### src/assert_macros.svh
// Assertion helpers used by sine_ramp_fold_modulo_unit.
`ifndef ASSERT_MACROS_SVH
`define ASSERT_MACROS_SVH

// Consequent must hold in the same cycle as the antecedent.
`define SRFM_ASSERT_SAME(label, clk, rst, ante, cons, msg) \
   label: assert property (@(posedge clk) disable iff (rst) (ante) |-> (cons)) \
      else $error(msg);

// Consequent must hold in the cycle after the antecedent.
`define SRFM_ASSERT_NEXT(label, clk, rst, ante, cons, msg) \
   label: assert property (@(posedge clk) disable iff (rst) (ante) |=> (cons)) \
      else $error(msg);

`endif

### src/srfm_pkg.sv
package srfm_pkg;

   // Block configuration.
   localparam int NUM_CHANNELS  = 16;
   localparam int FRACTION_BITS = 11;

   // Field widths.
   localparam int CH_W  = 4;
   localparam int V_W   = 16;
   localparam int REQ_W = ((CH_W + 6 * V_W + 7) / 8) * 8;
   localparam int RSP_W = ((CH_W + V_W + 7) / 8) * 8;

   // Ramp division by NUM_CHANNELS - 1 through a reciprocal.
   localparam int RAMP_DIV    = NUM_CHANNELS - 1;
   localparam int RECIP_SHIFT = 26;
   localparam int RECIP_W     = RECIP_SHIFT + 1;
   localparam logic [RECIP_W-1:0] RECIP =
      RECIP_W'(((64'd1 << RECIP_SHIFT) + RAMP_DIV - 1) / RAMP_DIV);
   localparam int PROD_W = V_W + CH_W + 2;
   localparam int X_W    = PROD_W + 1;
   localparam int ARG_W  = X_W + V_W;

   // Phase: argument times 1/(2 pi) in Q32, split into two 15-bit halves.
   localparam logic [31:0] INV_TWO_PI_Q32 = 32'd683565276;
   localparam logic [15:0] INV_LO = {1'b0, INV_TWO_PI_Q32[14:0]};
   localparam logic [15:0] INV_HI = {1'b0, INV_TWO_PI_Q32[29:15]};
   localparam int PP_W = ARG_W + 16;
   localparam int PH_W = 2 * FRACTION_BITS + 32;

   // Sine polynomial in unsigned Q30.
   localparam logic [31:0] ONE_Q30 = 32'd1073741824;
   localparam logic [31:0] SIN_A9  = 32'd172272;
   localparam logic [31:0] HORNER_COEF [0:3] = '{
      32'd5026995, 32'd85569305, 32'd693598667, 32'd1686629713
   };
   localparam int S_W = FRACTION_BITS + 2;

   // Dividend and modulus.
   localparam int SUM_W = ((S_W > V_W) ? S_W : V_W) + 1;
   localparam int D_W   = SUM_W + V_W;
   localparam int DQ_W  = D_W - FRACTION_BITS;
   localparam int M_W   = V_W;
   localparam logic [M_W-1:0] ZERO_MOD = M_W'(2);

   // Data carried beside the sine pipeline.
   typedef struct packed {
      logic                   valid;
      logic [CH_W-1:0]        channel;
      logic signed [V_W-1:0]  offset;
      logic signed [V_W-1:0]  scale;
      logic signed [V_W-1:0]  modulus;
   } side_type;

   // State handed from one remainder cell to the next.
   typedef struct packed {
      logic             valid;
      logic [CH_W-1:0]  channel;
      logic             neg;
      logic [M_W-1:0]   modulus;
      logic [M_W-1:0]   rem;
      logic [DQ_W-1:0]  dq;
   } cell_type;

   // Q30 product rounded half up.
   function automatic logic [31:0] mul_q30(input logic [31:0] a, input logic [31:0] b);
      logic [63:0] prod;
      prod = 64'(a) * 64'(b) + (64'd1 << 29);
      return prod[61:30];
   endfunction

endpackage

### src/srfm_cell.sv
module srfm_cell (
   input  logic               clock,
   input  logic               reset,
   input  logic               en,
   input  srfm_pkg::cell_type cell_in,
   output srfm_pkg::cell_type cell_out
);
   import srfm_pkg::*;

   logic [M_W:0] shifted;
   cell_type     cell_data_in;

   // One restoring step: bring in the next dividend bit and subtract if it fits.
   always_comb begin
      shifted      = {cell_in.rem, cell_in.dq[DQ_W-1]};
      cell_data_in = cell_in;
      cell_data_in.dq = {cell_in.dq[DQ_W-2:0], 1'b0};
      if (shifted >= {1'b0, cell_in.modulus}) begin
         cell_data_in.rem = M_W'(shifted - {1'b0, cell_in.modulus});
      end else begin
         cell_data_in.rem = shifted[M_W-1:0];
      end
   end

   logic cell_valid_ff;
   cell_type cell_data_ff;

   // Valid resets; the payload only follows the pipeline enable.
   always_ff @(posedge clock) begin
      if (reset) begin
         cell_valid_ff <= 1'b0;
      end else if (en) begin
         cell_valid_ff <= cell_in.valid;
      end
   end

   always_ff @(posedge clock) begin
      if (en) begin
         cell_data_ff <= cell_data_in;
      end
   end

   always_comb begin
      cell_out       = cell_data_ff;
      cell_out.valid = cell_valid_ff;
   end

endmodule

### config.mk
export PLATFORM = sky130hd
export DESIGN_NAME = srfm_cell
export DESIGN_NICKNAME = d
export VERILOG_FILES = /design/src/assert_macros.svh /design/src/srfm_pkg.sv /design/src/srfm_cell.sv
export SDC_FILE = /design/constraint.sdc
export NUM_CORES = 1
export LEC_CHECK = 0
export BUFFER_PORTS_ARGS = -buffer_cell sky130_fd_sc_hd__buf_2
export CAP_MARGIN = 15
export CORE_ASPECT_RATIO = 1.2
export CORE_MARGIN = 2
export CORE_UTILIZATION = 49
export CTS_CLUSTER_DIAMETER = 50
export DETAILED_ROUTE_END_ITERATION = 6
export HOLD_SLACK_MARGIN = 0.05
export PLACE_DENSITY_LB_ADDON = 0.25
export SYNTH_ARGS = -nofsm -noshare
export SYNTH_HDL_FRONTEND = slang
export SYNTH_SLANG_ARGS = --single-unit
### constraint.sdc
create_clock -name clock -period 3.3 [get_ports clock]
set_input_delay 0.66 -clock clock [delete_from_list [all_inputs] [get_ports clock]]
set_output_delay 0.66 -clock clock [all_outputs]
set_load 0.02 [all_outputs]
==> summary.md, run 1 <==
| Metric | Value |
|---|---|
| Met3 wire len | `433 um` |
| Reg2reg setup slack | `2.72 ns` |
| CP top delay family | `compound AO/OA/AOI/OAI gates` |
| Hold path cells | `2` |
| Router iterations before antenna repair | `6` |
| Placed cell areas | `3720 um^2` |
| CP Capture Type | `flip-flop` |
| Pwr per Cell Area | `537 nW/um^2` |
| Slowest cell delay on critical path | `0.43 ns` |
| HPWL after DPL | `4840 um` |
| RR Endpoint | `cell_valid_ff$_SDFFE_PP0P_` |
| Switching Share | `0.273` |
| Die ar. | `6920 um^2` |
| Root Driver | `clkbuf_8` |
| Core area | `6050 um^2` |
| Status | `completed` |
| Final Max Tran Viols | `0` |
| Rows | `31` |
| Largest net degree at the start of global routing | `38` |
| Switching component of the power | `0.000578 W` |
| Vias per cell | `5.03` |
| Layout cells sized above 1 | `0.478` |
| Final worst-path cycle share | `0.833` |
| Crit. path cell count | `11` |
| F_max | `364 MHz` |
| Worst skew pair latency | `0.33 ns` |
| GRT Resource Usage Total | `0.187` |
| M1 wire length | `2530 um` |
| Post-synth EDFFs | `58` |
| Number of global-route vias before repair | `2168` |
| Synth Register Bits | `59` |
| Setup bufs post-CTS | `0` |
| Max_cap viols | `0` |
| Crit path required time | `3.38 ns` |
| Setup crit end | `cell_out[30]$_DFFE_PP_` |
| Synth Warn # | `0` |
| Finished layout cell area | `3940 um^2` |
| DR WL met2 | `3230 um` |
| # clock sinks | `59` |
| Worst min path class | `in2reg` |
| Flop pwr share | `0.438` |
| CTS tree | `built` |
| Iter 0 DRT Violations | `100` |
| Layout Nets | `433` |
| PostCTS Resize Cnt | `0` |
| First-pass GRT wire length | `10100 um` |
| Port bufs | `121` |
| Gate power share | `0.226` |
| Syn Inst Count | `226` |
| Placer Congestion | `0.813` |
| Distinct cells, synth | `59` |
| Synth Cell Area | `3070 um^2` |
| CTS Buf Count | `9` |
| Final worst path period need | `2.75 ns` |
| Peak supply drop | `309 uV` |
| ANT nets after route | `0` |
| Critical path arrival | `2.83 ns` |
| Tot Pwr | `0.00212 W` |
| Initial Util | `0.508` |
| RSZ-0062 raised after global routing | `false` |
| Die X | `76.3 um` |
| CP Cell Sequence | `buf_2 -> inv_1 -> ha_1 -> inv_1 -> fa_1 -> a211oi_1 -> nor2_1 -> o21a_1 -> o41a_1 -> xor2_1 -> mux2_4` |
| Worst-Margin Slew | `0.573 ns` |
| Post-synth ARST share | `0` |
| Hold Buf Count CTS | `0` |
| CP Class | `in2reg` |
| RR Startpoint | `cell_valid_ff$_SDFFE_PP0P_` |
| Skew final | `0 ns` |
| Critical path origin | `cell_in[21]` |
| Grt total ovfl | `0` |
| CP bufs+invs | `3` |
| Crit path max fanout | `3` |
| Fin. Hold Viols | `0` |
| Clock network power share | `0.335` |
| Primary FF master, synth | `edfxtp_1` |
| Net count after synthesis | `306` |
| Total wire length | `6290 um` |
| Most used cell, CP | `inv_1` |
| Seq/Total Area, Yosys | `0.573` |
| N_diodes | `0` |
| Synth Area per Inst | `13.6 um^2` |
| Reg clk slew, reported paths | `0.07 ns` |
| Worst setup SP type | `input port` |
| Drt wl/cell | `14.3 um` |
| Die Y | `90.8 um` |
| Most frequent cells in the layout | `buf_2 (121), edfxtp_1 (58), inv_1 (18)` |
| Via count | `2215` |
| Reg2reg path depth | `2` |
| H-tree depth | `3` |
| IO Count | `123` |
| Slowest stage cell, crit path | `fa_1` |
| Setup violations, final | `0` |
| Final core occ | `0.651` |
| Synth-to-Final Area Change | `28.1%` |
| # DRC | `0` |
| Pleak | `1.75 nW` |
| Relative slew slack | `0.618` |
| Leading cell type in the layout, fill and taps excluded | `buf_2` |
| Cell-internal power | `0.00154 W` |
| Top routing layer used | `met4` |
| Initial antenna violation count | `0` |
| Clock tree buffer depth | `2` |
| Setup_tns | `0 ns` |
## synth_stat cells (all sizes together) (2+ instances only)
master | n | area [um^2]
mux2 | 13 | 180
nand3 | 4 | 20.0
nor3b | 2 | 15.0
nand2 | 10 | 45.0
or2 | 3 | 18.8
nor2b | 3 | 21.3
edfxtp | 58 | 1740
a2111oi | 2 | 23.8
clkbuf | 2 | 27.5
nor3 | 4 | 20.0
inv | 18 | 67.6
ha | 16 | 200
o21a | 3 | 23.8
xor2 | 3 | 26.3
xnor2 | 5 | 43.8
mux2i | 3 | 30.0
a211oi | 4 | 35.0
o21ai | 12 | 63.8
buf | 6 | 68.8
nand4 | 2 | 12.5
a21oi | 15 | 93.9
nor2 | 11 | 41.3
a21o | 4 | 31.3
## flip-flops by register name (all words and copies together), names as in the netlist
name / count
cell_out: 58
cell_valid_ff: 1
## power groups by stage
stage          logic (W)  clock network, W  registers [W]
2_1_floorplan   0.000233                 0        0.00104
3_3_place_gp    0.000472                 0       0.000942
3_5_place_dp    0.000482                 0       0.000944
4_1_cts         0.000483          0.000729       0.000928
5_1_grt         0.000519          0.000761       0.000934
6_report        0.000479          0.000709       0.000927
## through the flow
| stage | hold slack [ns] | setup WS [ns] | cells |
|---|---|---|---|
| 2_1_floorplan | 0.462 | 0.518 | 226 |
| 3_3_place_gp | 0.469 | 0.325 | 424 |
| 3_5_place_dp | 0.506 | 0.224 | 424 |
| 4_1_cts | 0.465 | 0.569 | 440 |
| 5_1_grt | 0.469 | 0.392 | 440 |
| 6_report | 0.477 | 0.551 | 440 |
## cell type report
type	count	area (um^2)
clock buffers	9	124
fillers	487	2110
well taps	82	103
multi-input cells	141	1150
inverters	18	67.6
flip-flops and latches	59	1760
clock inverters	7	92.6
repair buffers	124	641
## metal layers
layer	GRT usage	vias to the layer above
li1	-	1102
met1	0.213	1010
met2	0.326	92
met3	0.0580	11
met4	0.0727	0
met5	0	-
## cell families after synthesis
logic type	Yosys count	share of synthesized area
other	1	0.00122
buffers and inverters	26	0.0533
AND/OR/NAND/NOR	46	0.0827
flip-flops	59	0.573
multiplexers	16	0.0684
XOR/XNOR	8	0.0228
adder cells (fa/ha/maj)	17	0.0717
AO/OA/AOI/OAI	53	0.127
## worst register-to-register path: stages, from the launching register on
cell and delay [ns]:
dfxtp_1 0.31, mux2i_1 0.12, nor2_1 0.05
## how the worst min path moves through the flow
| stage | start | endpoint | slack [ns] |
|---|---|---|---|
| 2_1_floorplan | cell_valid_ff$_SDFFE_PP0P_ | cell_valid_ff$_SDFFE_PP0P_ | 0.46 |
| 5_1_grt | reset | cell_valid_ff$_SDFFE_PP0P_ | 0.47 |
| 3_5_place_dp | cell_valid_ff$_SDFFE_PP0P_ | cell_valid_ff$_SDFFE_PP0P_ | 0.51 |
| 3_3_place_gp | cell_valid_ff$_SDFFE_PP0P_ | cell_valid_ff$_SDFFE_PP0P_ | 0.47 |
| 4_1_cts | reset | cell_valid_ff$_SDFFE_PP0P_ | 0.47 |
| 6_report | reset | cell_valid_ff$_SDFFE_PP0P_ | 0.48 |
Note: power is estimated with default switching activity, not from simulation.
==> inputs of run 2 (changes only) <==
- ABC_AREA: default -> 1
- CORE_UTILIZATION: 49 -> 44
- clock period: 3.3 -> 2.2 ns (I/O delays scaled with it)
==> summary.md, run 2 <==
| Metric | Value |
|---|---|
| N_diodes | `0 (unchanged)` |
| RSZ-0062 raised after global routing | `false (unchanged)` |
| Vias per cell | `4.63 (was 5.03)` |
| Reg clk slew, reported paths | `0.07 ns (about the same)` |
| Drt wl/cell | `12.7 um (was 14.3 um)` |
| Hold Buf Count CTS | `0 (unchanged)` |
| Via count | `2565 (was 2215)` |
| Grt total ovfl | `0 (unchanged)` |
| Worst min path class | `in2reg (unchanged)` |
| Setup violations, final | `0 (unchanged)` |
| GRT Resource Usage Total | `0.188 (was 0.187)` |
| Setup_tns | `0 ns (unchanged)` |
| Area contributors post-synth | `edfxtp_1 (56%), nand2_1 (14%), inv_1 (6.7%) (was edfxtp_1 (57%), ha_1 (6.5%), mux2_4 (4.4%))` |
| Final worst-path cycle share | `0.813` |
| Number of global-route vias before repair | `2501 (was 2168)` |
| ANT nets after route | `0 (unchanged)` |
| Critical path arrival | `1.89 ns (was 2.83 ns)` |
| First-pass GRT wire length | `10900 um (was 10100 um)` |
| Seq/Total Area, Yosys | `0.568 (was 0.573)` |
| Syn Inst Count | `327 (was 226)` |
| Core area | `6850 um^2 (was 6050 um^2)` |
| Rows | `33 (was 31)` |
| Most used cell, CP | `nand2_1 (was inv_1)` |
| Synth Area per Inst | `9.49 um^2 (was 13.6 um^2)` |
| Synth area leader | `edfxtp_1 (unchanged)` |
| CP Capture Type | `flip-flop (unchanged)` |
| Most frequent cells in the layout | `buf_2 (121), nand2_1 (112), edfxtp_1 (58) (was buf_2 (121), edfxtp_1 (58), inv_1 (18))` |
| Share of the synthesized area in the top cell type | `0.561 (was 0.567)` |
| Setup bufs post-CTS | `0 (unchanged)` |
| Pwr per Cell Area | `732 nW/um^2 (was 537 nW/um^2)` |
| Leading cell type in the layout, fill and taps excluded | `buf_2 (unchanged)` |
| Initial antenna violation count | `0 (unchanged)` |
| Hold endpoint | `cell_valid_ff$_SDFFE_PP0P_ (unchanged)` |
| Fin. Hold Viols | `0 (unchanged)` |
| H-tree depth | `3 (unchanged)` |
| Skew final | `0 ns (unchanged)` |
| Largest net degree at the start of global routing | `26 (was 38)` |
| Most frequent cell after synthesis | `nand2_1 (was edfxtp_1)` |
| Router iterations before antenna repair | `4 (was 6)` |
| Layout cells sized above 1 | `0.334 (was 0.478)` |
| Slowest stage cell, crit path | `fa_1 (unchanged)` |
| Net count after synthesis | `407 (was 306)` |
| F_max | `559 MHz` |
| Post-synth EDFFs | `58 (unchanged)` |
| CP Class | `in2reg (unchanged)` |
| Die X | `80.7 um (was 76.3 um)` |
| RR Endpoint | `cell_valid_ff$_SDFFE_PP0P_ (unchanged)` |
| Hold path cells | `2 (unchanged)` |
| Worst hold slack | `0.254 ns (was 0.477 ns)` |
| Initial Util | `0.453 (was 0.508)` |
| Primary FF master, synth | `edfxtp_1 (unchanged)` |
| # DRC | `0 (unchanged)` |
| # clock sinks | `59 (unchanged)` |
| Final core occ | `0.588 (was 0.651)` |
| Final worst path period need | `1.79 ns` |
| PostCTS Resize Cnt | `0 (unchanged)` |
| Die Y | `96.0 um (was 90.8 um)` |
| Post-synth ARST share | `0 (unchanged)` |
| HP Start | `reset (unchanged)` |
| IO Count | `123 (unchanged)` |
| Tot Pwr | `0.00295 W (was 0.00212 W)` |
| Layout Nets | `542 (was 433)` |
| CTS tree | `built (unchanged)` |
| Root Driver | `clkbuf_8 (unchanged)` |
| Clock tree buffer depth | `2 (unchanged)` |
| Worst setup SP type | `input port (unchanged)` |
| Placed cell areas | `3860 um^2 (was 3720 um^2)` |
| CP bufs+invs | `3 (unchanged)` |
| Total wire length | `7010 um (was 6290 um)` |
| HPWL after DPL | `5410 um (was 4840 um)` |
| Crit path max fanout | `3 (unchanged)` |
| Status | `completed (unchanged)` |
| CTS Buf Count | `9 (unchanged)` |
| Distinct cells, synth | `29 (was 59)` |
| Iter 0 DRT Violations | `93 (was 100)` |
| Placer Congestion | `0.879 (was 0.813)` |
| Synth Cell Area | `3100 um^2 (was 3070 um^2)` |
| Finished layout cell area | `4030 um^2 (was 3940 um^2)` |
| Largest register FFs | `58 (unchanged)` |
| Reg2reg path depth | `2 (unchanged)` |
| Reg2reg setup slack | `1.62 ns (was 2.72 ns)` |
| Worst skew pair latency | `0.34 ns (was 0.33 ns)` |
| Synth Warn # | `0 (unchanged)` |
| Synth cell count leaders | `nand2_1 (112), edfxtp_1 (58), inv_1 (55) (was edfxtp_1 (58), inv_1 (18), ha_1 (16))` |
| Max_cap viols | `0 (unchanged)` |
| CP top delay family | `simple AND/OR/NAND/NOR gates (was compound AO/OA/AOI/OAI gates)` |
| CP Cell Sequence | `buf_2 -> inv_1 -> ha_1 -> inv_1 -> fa_1 -> nand2_1 -> nand2_1 -> nand3b_1 -> nand2_1 -> nand2_1 -> nand2_1 -> nand2_1 -> nand2_1 -> nand2_1 -> nand2_1 (was buf_2 -> inv_1 -> ha_1 -> inv_1 -> fa_1 -> a211oi_1 -> nor2_1 -> o21a_1 -> o41a_1 -> xor2_1 -> mux2_4)` |
| Port bufs | `121 (unchanged)` |
| Die ar. | `7740 um^2 (was 6920 um^2)` |
| Synth Register Bits | `59 (unchanged)` |
| RR Startpoint | `cell_valid_ff$_SDFFE_PP0P_ (unchanged)` |
| Synth-to-Final Area Change | `29.8% (was 28.1%)` |
| Final Max Tran Viols | `0 (unchanged)` |
| Slowest cell delay on critical path | `0.40 ns (was 0.43 ns)` |
| Pleak | `2.11 nW (was 1.75 nW)` |
| Crit path required time | `2.30 ns (was 3.38 ns)` |
| Peak supply drop | `299 uV (was 309 uV)` |
==> run 2: changes by cell type after synthesis, sizes merged, moves of 4 or more <==
cell	before	now
mux2	13	0
nor2	11	18
nand3	4	27
o21ai	12	1
nand2	10	119
a21oi	15	8
xnor2	5	1
a211oi	4	0
a21o	4	0
inv	18	55
==> run 2: how the worst max path moves through the flow <==
stage,start,to,slack [ns],cells after the start
3_3_place_gp,cell_in[21],cell_out[36]$_DFFE_PP_,0.09,15
6_report,cell_in[21],cell_out[36]$_DFFE_PP_,0.41,15
2_1_floorplan,cell_in[40],cell_out[36]$_DFFE_PP_,0.24,12
4_1_cts,cell_in[50],cell_out[24]$_DFFE_PP_,0.41,11
3_5_place_dp,cell_in[50],cell_out[33]$_DFFE_PP_,0.05,11
5_1_grt,cell_in[21],cell_out[34]$_DFFE_PP_,0.23,14
==> run 2: cell type report <==
type	instances	area [um^2]
timing repair buffer	129	691
fill	630	2830
clock buffer	11	141
tap	87	109
inverter	55	206
sequential	59	1760
clock inverter	5	30.0
multi-input combinational	208	1090
==> run 2: through the flow <==
step                      worst slack, ns  instances
final                               0.411        554
after global routing                0.234        554
after CTS                           0.414        554
after detailed placement           0.0549        538
after global placement             0.0899        538
after floorplan                     0.239        327
==> run 2: kinds of logic (layout without fill, tap and decap cells) <==
group | Yosys count | after routing | synth area share
XOR/XNOR | 7 | 7 | 0.0198
buffers and inverters | 60 | 200 | 0.0810
AND/OR/NAND/NOR | 173 | 173 | 0.240
AO/OA/AOI/OAI | 9 | 9 | 0.0157
multiplexers | 1 | 1 | 0.00323
flip-flops | 59 | 59 | 0.568
other | 1 | 1 | 0.00121
adder cells (fa/ha/maj) | 17 | 17 | 0.0710
==> run 2: metal layers <==
layer  vias up  wire length (um)  global-route usage
met5         -                 0                   0
met4         0               180               0.110
met3        15               628              0.0497
met2        98              3270               0.319
met1      1126              2930               0.213
li1       1326                 -                   -
==> run 2: worst register-to-register path, delay by kind of cell (launching register included) <==
family | cells | cell delay (ns)
flops | 1 | 0.31
mux | 1 | 0.12
simple gates | 1 | 0.05
==> run 2: power by group <==
| part | leakage, nW | internal (W) | switching [W] |
|---|---|---|---|
| combinational | 1.45 | 0.000249 | 0.000446 |
| clock | 0.0851 | 0.000433 | 0.000431 |
| sequential | 0.575 | 0.00137 | 0.0000239 |
| total | 2.11 | 0.00205 | 0.000901 |
